### src/design/assert_macros.svh
// Assertion helpers for the design files; the lookup core includes them.
// Every macro samples on the rising edge of clk_i and is disabled while rst_ni is low.
`ifndef ASSERT_MACROS_SVH
`define ASSERT_MACROS_SVH

`ifndef SYNTHESIS

// Checks a property on every enabled clock edge.
`define PLT_ASSERT(lbl, prop, msg) \
  lbl: assert property (@(posedge clk_i) disable iff (!rst_ni) (prop)) else $error(msg);

// Checks that a consequent holds in the cycle after an antecedent.
`define PLT_ASSERT_NEXT(lbl, ante, cons, msg) \
  lbl: assert property (@(posedge clk_i) disable iff (!rst_ni) (ante) |=> (cons)) \
    else $error(msg);

`else

`define PLT_ASSERT(lbl, prop, msg)
`define PLT_ASSERT_NEXT(lbl, ante, cons, msg)

`endif

`endif

### src/design/plt_pkg.sv
package plt_pkg;

  localparam int unsigned PALETTE_ENTRIES_DFLT = 256;

  localparam int unsigned COMP_W   = 6;
  localparam int unsigned INDEX_W  = 8;
  localparam int unsigned PIXEL_W  = 24;
  localparam int unsigned OFFS_W   = 8;
  localparam int unsigned ENTRY_W  = 3 * COMP_W;

  localparam logic [COMP_W-1:0] COMP_MAX = 6'd63;

  typedef enum logic [1:0] {
    ACT_WRITE   = 2'd0,
    ACT_CONVERT = 2'd1,
    ACT_READ    = 2'd2
  } action_e;

  typedef enum logic [2:0] {
    FMT_INDEXED   = 3'd0,
    FMT_RGB555    = 3'd1,
    FMT_RGB565    = 3'd2,
    FMT_RGB888    = 3'd3,
    FMT_RGB888_32 = 3'd4
  } fmt_e;

  typedef enum logic {
    REG_PIXEL_FORMAT = 1'b0,
    REG_BRIGHTNESS   = 1'b1
  } cfg_reg_e;

  // One palette entry, red in the lowest bits.
  typedef struct packed {
    logic [COMP_W-1:0] blue;
    logic [COMP_W-1:0] green;
    logic [COMP_W-1:0] red;
  } rgb_t;

endpackage

### src/design/plt_ram.sv
module plt_ram #(
  parameter int unsigned WIDTH = 18,
  parameter int unsigned DEPTH = 256
) (
  input  logic                     clk_i,
  input  logic                     we_i,
  input  logic [$clog2(DEPTH)-1:0] waddr_i,
  input  logic [WIDTH-1:0]         wdata_i,
  input  logic                     re_i,
  input  logic [$clog2(DEPTH)-1:0] raddr_i,
  output logic [WIDTH-1:0]         rdata_o
);

  logic [WIDTH-1:0] mem_q [DEPTH];
  logic [WIDTH-1:0] rdata_q;

  always_ff @(posedge clk_i) begin
    if (we_i) begin
      mem_q[waddr_i] <= wdata_i;
    end
    if (re_i) begin
      rdata_q <= mem_q[raddr_i];
    end
  end

  assign rdata_o = rdata_q;

endmodule

### src/design/plt_adj.sv
module plt_adj (
  input  plt_pkg::rgb_t                    comp_i,
  input  logic [plt_pkg::OFFS_W-1:0]       offs_i,
  output plt_pkg::rgb_t                    comp_o
);
  import plt_pkg::*;

  // The sum spans -128..190, so bit 8 is set only for a negative result.
  function automatic logic [COMP_W-1:0] clamp_comp(input logic [COMP_W-1:0] c,
                                                   input logic [OFFS_W-1:0] o);
    logic [OFFS_W:0] s;
    s = {3'b000, c} + {o[OFFS_W-1], o};
    if (s[OFFS_W]) begin
      return '0;
    end else if (s[OFFS_W-1:COMP_W] != 2'b00) begin
      return COMP_MAX;
    end else begin
      return s[COMP_W-1:0];
    end
  endfunction

  always_comb begin
    comp_o.red   = clamp_comp(comp_i.red,   offs_i);
    comp_o.green = clamp_comp(comp_i.green, offs_i);
    comp_o.blue  = clamp_comp(comp_i.blue,  offs_i);
  end

endmodule

### src/design/plt_pack.sv
module plt_pack (
  input  plt_pkg::fmt_e                  fmt_i,
  input  logic [plt_pkg::INDEX_W-1:0]    index_i,
  input  plt_pkg::rgb_t                  comp_i,
  output logic [plt_pkg::PIXEL_W-1:0]    pixel_o
);
  import plt_pkg::*;

  always_comb begin
    case (fmt_i)
      FMT_INDEXED: begin
        pixel_o = {16'h0000, index_i};
      end
      FMT_RGB555: begin
        pixel_o = {9'h000, comp_i.red[5:1], comp_i.green[5:1], comp_i.blue[5:1]};
      end
      FMT_RGB565: begin
        pixel_o = {8'h00, comp_i.red[5:1], comp_i.green, comp_i.blue[5:1]};
      end
      FMT_RGB888, FMT_RGB888_32: begin
        pixel_o = {comp_i.red, 2'b00, comp_i.green, 2'b00, comp_i.blue, 2'b00};
      end
      default: begin
        pixel_o = '0;
      end
    endcase
  end

endmodule

### src/design/palette_color_lookup_core.sv
// Palette color lookup core.
// Items arrive on the s_axis channel: tuser carries the action (write entry, convert
// pixel index, read entry) and tdata carries the index and three 6-bit components.
// Every accepted item yields exactly one result transfer on the m_axis channel.
// A write adds the signed brightness offset to each component, clamps to 0..63,
// stores the entry and returns the stored components. A convert returns the packed
// pixel in the configured format. A read returns the stored components.
// An item is registered in the lookup stage, and its entry read from the palette RAM,
// at the edge that accepts it; the result enters the output register once that
// register is free or being drained. Throughput is one item per cycle while the
// receiver keeps up: the palette RAM takes one write and one registered read at
// every edge. When the receiver stalls, the output register and the lookup stage
// fill and s_axis_tready drops; nothing is dropped or repeated.
// Configuration writes on the cfg channel are always taken (cfg_ready_o is high).
// Reset clears a valid bit per palette entry, so every entry reads as zero right
// after reset without a clearing pass; both configuration registers reset to zero.
module palette_color_lookup_core #(
  parameter int unsigned PALETTE_ENTRIES = plt_pkg::PALETTE_ENTRIES_DFLT
) (
  input  logic        clk_i,
  input  logic        rst_ni,
  // Input item stream.
  input  logic        s_axis_tvalid,
  output logic        s_axis_tready,
  // tdata: index[7:0], red_in[13:8], green_in[19:14], blue_in[25:20], zero pad [31:26].
  input  logic [31:0] s_axis_tdata,
  // tuser: action[1:0].
  input  logic [1:0]  s_axis_tuser,
  // Result stream.
  output logic        m_axis_tvalid,
  input  logic        m_axis_tready,
  // tdata: pixel_value[23:0], red_out[29:24], green_out[35:30], blue_out[41:36],
  // zero pad [47:42].
  output logic [47:0] m_axis_tdata,
  // Configuration write channel.
  input  logic        cfg_valid_i,
  output logic        cfg_ready_o,
  input  logic        cfg_index_i,
  input  logic [7:0]  cfg_data_i
);
  import plt_pkg::*;

  `include "assert_macros.svh"

  localparam int unsigned AddrW = $clog2(PALETTE_ENTRIES);

  // Configuration registers.
  fmt_e              fmt_q;
  logic [OFFS_W-1:0] offs_q;

  // Input decode.
  logic                accept;
  action_e             in_act;
  logic [INDEX_W-1:0]  in_idx;
  rgb_t                in_rgb;
  rgb_t                in_adj;
  logic                in_range;
  logic [AddrW-1:0]    in_addr;
  logic                ram_we;
  logic [ENTRY_W-1:0]  ram_rdata;

  // Per-entry valid bits, cleared at reset.
  logic [PALETTE_ENTRIES-1:0] vld_q;

  // Lookup stage.
  logic               s1_v_q;
  action_e            s1_act_q;
  logic [INDEX_W-1:0] s1_idx_q;
  logic               s1_inr_q;
  logic               s1_hit_q;
  rgb_t               s1_adj_q;

  rgb_t               stored;
  logic [PIXEL_W-1:0] pack_pix;
  rgb_t               res_rgb;
  logic [PIXEL_W-1:0] res_pix;

  // Output register.
  logic               out_v_q;
  logic [PIXEL_W-1:0] out_pix_q;
  rgb_t               out_rgb_q;
  logic               adv;

  // The configuration port never stalls.
  assign cfg_ready_o = 1'b1;

  always_ff @(posedge clk_i or negedge rst_ni) begin
    if (!rst_ni) begin
      fmt_q  <= FMT_INDEXED;
      offs_q <= '0;
    end else if (cfg_valid_i) begin
      case (cfg_reg_e'(cfg_index_i))
        REG_PIXEL_FORMAT: fmt_q  <= fmt_e'(cfg_data_i[2:0]);
        REG_BRIGHTNESS:   offs_q <= cfg_data_i;
        default: begin
        end
      endcase
    end
  end

  // The lookup stage moves on whenever the output register is free or being drained.
  assign adv           = !out_v_q || m_axis_tready;
  assign s_axis_tready = !s1_v_q || adv;
  assign accept        = s_axis_tvalid && s_axis_tready;

  assign in_act       = action_e'(s_axis_tuser);
  assign in_idx       = s_axis_tdata[7:0];
  assign in_rgb.red   = s_axis_tdata[13:8];
  assign in_rgb.green = s_axis_tdata[19:14];
  assign in_rgb.blue  = s_axis_tdata[25:20];

  assign in_range = {1'b0, in_idx} < (INDEX_W+1)'(PALETTE_ENTRIES);
  assign in_addr  = in_idx[AddrW-1:0];
  assign ram_we   = accept && (in_act == ACT_WRITE) && in_range;

  plt_adj u_adj (
    .comp_i (in_rgb),
    .offs_i (offs_q),
    .comp_o (in_adj)
  );

  // The entry is written and read at the accept edge; a write's own result uses the
  // adjusted components, so no forwarding is needed.
  plt_ram #(
    .WIDTH (ENTRY_W),
    .DEPTH (PALETTE_ENTRIES)
  ) u_ram (
    .clk_i   (clk_i),
    .we_i    (ram_we),
    .waddr_i (in_addr),
    .wdata_i (in_adj),
    .re_i    (accept),
    .raddr_i (in_addr),
    .rdata_o (ram_rdata)
  );

  always_ff @(posedge clk_i or negedge rst_ni) begin
    if (!rst_ni) begin
      vld_q <= '0;
    end else if (ram_we) begin
      vld_q[in_addr] <= 1'b1;
    end
  end

  always_ff @(posedge clk_i or negedge rst_ni) begin
    if (!rst_ni) begin
      s1_v_q <= 1'b0;
    end else if (s_axis_tready) begin
      s1_v_q <= s_axis_tvalid;
    end
  end

  always_ff @(posedge clk_i) begin
    if (accept) begin
      s1_act_q <= in_act;
      s1_idx_q <= in_idx;
      s1_inr_q <= in_range;
      s1_hit_q <= in_range && vld_q[in_addr];
      s1_adj_q <= in_adj;
    end
  end

  // An entry never written since reset reads as zero.
  assign stored = s1_hit_q ? rgb_t'(ram_rdata) : '0;

  plt_pack u_pack (
    .fmt_i   (fmt_q),
    .index_i (s1_idx_q),
    .comp_i  (stored),
    .pixel_o (pack_pix)
  );

  always_comb begin
    res_rgb = '0;
    res_pix = '0;
    case (s1_act_q)
      ACT_WRITE: begin
        res_rgb = s1_inr_q ? s1_adj_q : '0;
      end
      ACT_CONVERT: begin
        res_pix = pack_pix;
      end
      ACT_READ: begin
        res_rgb = stored;
      end
      default: begin
      end
    endcase
  end

  always_ff @(posedge clk_i or negedge rst_ni) begin
    if (!rst_ni) begin
      out_v_q <= 1'b0;
    end else if (adv) begin
      out_v_q <= s1_v_q;
    end
  end

  always_ff @(posedge clk_i) begin
    if (adv && s1_v_q) begin
      out_pix_q <= res_pix;
      out_rgb_q <= res_rgb;
    end
  end

  assign m_axis_tvalid = out_v_q;
  assign m_axis_tdata  = {6'b000000, out_rgb_q.blue, out_rgb_q.green, out_rgb_q.red,
                          out_pix_q};

  // Input is held off only while both stages are full and the output is stalled.
  `PLT_ASSERT(a_ready_only_when_full,
              !s_axis_tready |-> (s1_v_q && out_v_q && !m_axis_tready),
              "input stalled while the pipeline has room")

  // A stalled lookup stage keeps its item.
  `PLT_ASSERT_NEXT(a_s1_holds, s1_v_q && !adv, s1_v_q,
                   "lookup stage lost an item while stalled")

  // A stored entry is marked valid from then on.
  `PLT_ASSERT_NEXT(a_write_marks_valid, ram_we, vld_q[$past(in_addr)],
                   "palette write did not set the entry valid bit")

  // A convert reports zero components.
  `PLT_ASSERT_NEXT(a_convert_zero_rgb, s1_v_q && adv && (s1_act_q == ACT_CONVERT),
                   out_rgb_q == '0,
                   "convert result carries nonzero components")

endmodule

### config.mk
export PLATFORM = sky130hd
export DESIGN_NAME = palette_color_lookup_core
export DESIGN_NICKNAME = d
export VERILOG_FILES = /design/src/design/plt_pkg.sv /design/src/design/plt_ram.sv /design/src/design/plt_adj.sv /design/src/design/plt_pack.sv /design/src/design/palette_color_lookup_core.sv
export VERILOG_INCLUDE_DIRS = /design/src /design/src/design
export SDC_FILE = /design/constraint.sdc
export NUM_CORES = 2
export LEC_CHECK = 0
export ABC_AREA = 0
export BUFFER_PORTS_ARGS = -buffer_cell sky130_fd_sc_hd__buf_2
export CAP_MARGIN = 25
export CORE_UTILIZATION = 45
export CTS_CLUSTER_DIAMETER = 30
export DETAILED_ROUTE_END_ITERATION = 10
export PLACE_DENSITY_LB_ADDON = 0.08
export SYNTH_ARGS = -nofsm -noshare
export SYNTH_HDL_FRONTEND = slang
export SYNTH_MEMORY_MAX_BITS = 65536
export SYNTH_SLANG_ARGS = --single-unit
### constraint.sdc
create_clock -name clk_i -period 20.6 [get_ports clk_i]
set_input_delay 2.06 -clock clk_i [delete_from_list [all_inputs] [get_ports clk_i]]
set_output_delay 2.06 -clock clk_i [all_outputs]
set_load 0.01 [all_outputs]
# Word-level counts from Yosys, hierarchy flattened
# Memories as Yosys holds them, arrays and structs flattened. A register that Yosys moved wholly into a read port is not among the register bits.
# Cells that the tools add are included.
# word_totals
ff_bits,340
latchBits,0
ram_bits,4608
out_inout_bits,51
mem_count,1
romBits,0
# memory_table
memory,words,word_bits,read_ports,rd_clocked_by_memory_dff,write_ports,line,rtl
u_ram.mem_q,256,18,1,1,1,plt_ram.sv:14,logic [WIDTH-1:0] mem_q [DEPTH];
# classes
bitwise_logic,2
mux,15
n_mul,0
n_reduce_logical,17
eq_ne,6
n_div,0
shifts,0
addsub,3
magnitude_cmp,2
# ops
op,count
256-bit bitwise OR,1
24-bit case mux with 4 select lines,1
6-bit 2-to-1 mux,6
18-bit case mux with 2 select lines,1
7-bit by 8-bit adder with 9-bit output,3
18-bit 2-to-1 mux,1
"8-bit by 9-bit < comparator with 1-bit output, second input constant",1
1-bit binary-select mux with 8-bit select,1
1-bit demux with 8-bit select,1
"8-bit by 1-bit greater-or-equal comparator with 1-bit output, second input constant",1
"3-bit by 2-bit equality test with 1-bit output, second input constant",2
2-bit nonzero test,3
1-bit logical AND,4
2-bit zero test,2
1-bit 2-to-1 mux,4
2-bit AND reduction,2
"3-bit by 1-bit equality test with 1-bit output, second input constant",1
"3-bit equality test, second input constant",1
3-bit zero test,1
"2-bit by 1-bit equality test with 1-bit output, second input constant",1
"2-bit equality test, second input constant",1
1-bit zero test,2
1-bit logical OR,2
2-bit OR reduction,1
1-bit NOT,1

# Logic depth before layout (Yosys ltp)
# logic_depth
depth_word,7
ltp_mapped,10

# Cells and area by module
# A second synthesis with hierarchy kept.
# hier_totals
cells_unflattened,9465
area_unflattened_um2,194063.6
# modules_own_cells
module,n_inst,area_per_inst_um2,cells_per_inst
plt_ram,1,178402.4,8281
palette_color_lookup_core,1,14008.4,964
plt_adj,1,1064.8,141
plt_pack,1,588.1,79

# Worst setup path after synthesis
# Ideal clock, no wire load.
# synth_timing
kind,input-to-reg
startpoint,input s_axis_tdata[8]
endpoint,register s1_adj_q[4] (netlist bit) (data pin)
path_slack_ps,3995
arrival_time_ps,14286
setup_ps,2319
n_path_buf,0
stages,8
path_cell_list,ha_1 fa_1 a21o_1 a21oi_1 o21bai_1 and2_1 a31o_2 a221oi_1
# synth_rtl
element,line,rtl
from (decl),palette_color_lookup_core.sv:26,"input logic [31:0] s_axis_tdata,"
to (signal assigned),palette_color_lookup_core.sv:159,s1_adj_q <= in_adj;
to (decl),palette_color_lookup_core.sv:71,rgb_t s1_adj_q;

==> flow_summary.yaml <==
synth:
  async_reset_ff_share_pct: 5.42
  synth_edf_count: 4695
  ys_top_cells_by_area: "edfxtp_1 (74%), mux4_2 (14%), dfrtp_1 (3.5%), a22oi_1 (2.4%), o21bai_1 (1.0%)"
  synth.distinct_cells: 49
  syn_avg_cell_area_um2: 21.9
  ys_seq_area_share_pct: 77.7
  syn-instance-count: 8691
  synthesis.area_um2: 190000
  synth_top_area_cell: "edfxtp_1"
  synth_seq_cells: 4964
  synth_top_flop_cell: "edfxtp_1"
  yosysWarnings: 0
  synth_most_common_cell: "edfxtp_1"
  post-synth-top-area-fraction_pct: 74.2
  synthTopCellsByCount: "edfxtp_1 (4,695), mux4_2 (1,216), a22oi_1 (620)"
clocking:
  cts_tree: "yes"
  cts_resized: 0
  clk_latency_ns: 1.15
  cts_hold_buf: 0
  cts_root_buffer: "clkbuf_16"
  cts_max_path_buffers: 4
  htree_levels: 6
  cts_setup_buffers: 0
  clk_pin_slew_ns: 0.05
  cts_buffers: 961
  clock-sinks: 4964
power:
  power-per-cell-area_nw_per_um2: 128
  p_clk_share_pct: 52.8
  p_int_mw: 22.9
  p_sw_mw: 7.07
  swShare_pct: 23.6
  vdd_drop_max_v: 0.0000896
  comb_power_share_pct: 7.0
  leakagePower_nw: 76.5
  seqPwrFrac_pct: 40.2
  finalPower_mw: 29.9
sta:
  tightest_slew_ns: 1.22
  fmax_mhz: 129
  drv_slew: 0
  fin_setup_tns_ns: 0
  setup_ws_ns: 12.84
  period_minus_slack_ns: 7.76
  maxSlewHeadroom_pct: 17.6
  grt_setup_unrepaired: "false"
  finClkSkew_ns: 0.0858
  setup_viol_count_final: 0
  fin_crit_sh_pct: 37.7
  hold_viol_final: 0
critical_path:
  reg2reg_slack_ns: 15.25
  path_cells: "buf_12, buf_4, buf_12, buf_4, buf_4, mux4_2, a22oi_1, a21oi_1, nor4_1, o22ai_1, nand3b_1"
  critPathArrivalTime_ns: 8.56
  crit_top_cell: "buf_4"
  critPathTopFamily: "buffers and inverters"
  cpPeakStageDelay_ns: 0.88
  timing.rr.end: "u_ram.mem_q[200][6]"
  end_kind: "register"
  r2r-start: "offs_q[1]"
  startpoint_type: "input pin"
  crit_cells: 11
  reg2reg_depth: 9
  crit_fanout: 82
  critPathBufInv: 5
  critPathSlowestCell: "nor4_1"
  required_ns: 21.40
  critPathKind: "input pin to register"
place:
  hpwl_mm: 302
  place.gp.congestion: 0.836
  placed_cell_area_um2: 200000
  portBuffers: 83
  pre_cts_ws_ns: 11.73
worst_hold_path:
  whs_path_depth: 1
  holdPathEnd: "vld_q[246]"
  hp-class: "register to register"
  hold_path.startpoint: "vld_q[246]"
route:
  wl_mm: 527
  post_drt_wl_per_cell_um: 32.5
  via_count: 96300
  first_pass_iters: 6
  drc: 0
  vias_per_cell: 5.95
  ant_nets: 0
  drtIter0Drc: 10400
global_routing:
  grt_pass1_vias: 100000
  grt_max_degree: 179
  track_usage_pct: 24.6
  antenna_found_initial: 20
  grt_pass1_wl_mm: 746
  overflow: 0
cells_and_area:
  final_layout_size_suffix_gt1_share_pct: 34.0
  area_delta_synth_final_pct: 23.0
  fin_area_um2: 234000
  nNetsFinal: 9734
  fin_util_pct: 55.6
  fillers: 31500
floorplan:
  fp.dieH_um: 652
  die_x_um: 652
  std_cell_rows: 238
  pin_count: 99
  initial_utilization_pct: 45.2
  die-area_um2: 425000
  coreArea_um2: 420000
flow_run:
  drv_cap: 0
outcome:
  status: "finished, final reports clean"
power groups by stage:
| stage | Sequential (mW) | Clock [mW] | Combinational, mW |
|---|---|---|---|
| after floorplan | 12.4 | 0 | 1.03 |
| after global placement | 12.2 | 0 | 2.01 |
| after detailed placement | 12.2 | 0 | 2.12 |
| after CTS | 12.0 | 16.0 | 2.12 |
| after global routing | 12.0 | 16.5 | 2.24 |
| final | 12.0 | 15.8 | 2.10 |
how the worst max path moves through the flow:
stage	from	to	slack (ns)
after floorplan	s_axis_tdata[8]	s1_adj_q[4]	3.99
after CTS	s_axis_tdata[0]	u_ram.rdata_o[4]	12.93
after global routing	s_axis_tdata[0]	u_ram.rdata_o[4]	12.36
after global placement	s_axis_tdata[0]	u_ram.rdata_o[4]	11.74
final	s_axis_tdata[0]	u_ram.rdata_o[4]	12.84
after detailed placement	s_axis_tdata[0]	u_ram.rdata_o[4]	11.73
logic make-up after synthesis:
logic type | Yosys count | synth area share [%]
DFF | 4964 | 77.7
other | 2 | 0.00395
xor gates and xnor gates | 9 | 0.0415
adders and majority gates | 21 | 0.150
and+or+nand+nor | 478 | 1.13
AOI/OAI and AO/OA | 1378 | 5.00
buffers and inverters | 602 | 1.43
muxes | 1237 | 14.5
state kept, by name, indices dropped and copies added, names as in the netlist, 2 cells and up:
name and cells:
u_ram.mem_q 4608, s1_adj_q 18, m_axis_tdata 18, s1_idx_q 8, offs_q 8, vld_q 256
fmt_q 3, out_pix_q 22, u_ram.rdata_o 18, s1_act_q 2
metrics by stage:
step | std cells | hold WS (ns)
2_1_floorplan | 8698 | 0.438
5_1_grt | 16200 | 0.477
3_3_place_gp | 14300 | 0.452
3_5_place_dp | 14300 | 0.456
4_1_cts | 16200 | 0.468
6_report | 16200 | 0.467
layer usage:
metal / up-vias / track usage (%) / share of wire, %
li1: 39300 / - / -
met1: 52300 / 34.7 / 42
met2: 3835 / 39.2 / 48
met3: 813 / 4.34 / 7.0
met4: 2 / 8.06 / 3.1
met5: - / 0 / 0.0025
cells in the final DEF, fill, tap and decap left out, types with 13 or more instances in the layout:
cell type	count
nor2b_1	22
a21oi_1	359
nor2_2	125
edfxtp_1	4695
clkinv_2	160
clkinv_16	24
clkinvlp_4	116
ha_1	18
dfrtp_1	269
o22ai_1	19
inv_6	61
o21ai_0	19
clkinv_4	67
bufinv_16	143
nor4_1	38
buf_16	14
clkinv_8	13
clkbuf_16	970
buf_2	87
clkbuf_1	120
o41ai_1	27
inv_1	18
clkinv_1	124
nand2_1	23
nand3b_1	21
buf_12	17
mux2_2	16
a211oi_1	18
nor2_1	172
mux4_2	1216
buf_8	21
a22oi_1	619
buf_4	446
o21bai_1	262
diode_2	19
final cells by class:
class | count | area (µm²) | area share [%]
Sequential cell | 4964 | 148000 | 63.2
Multi-Input combinational cell | 3132 | 40500 | 17.3
Clock buffer | 1095 | 24800 | 10.6
Clock inverter | 726 | 8770 | 3.75
Tap cell | 5640 | 7060 | 3.02
Timing Repair Buffer | 587 | 4830 | 2.07
Inverter | 19 | 71.3 | 0.0305
Antenna cell | 19 | 47.5 | 0.0203
No activity file was read; power rests on OpenSTA's default activity.
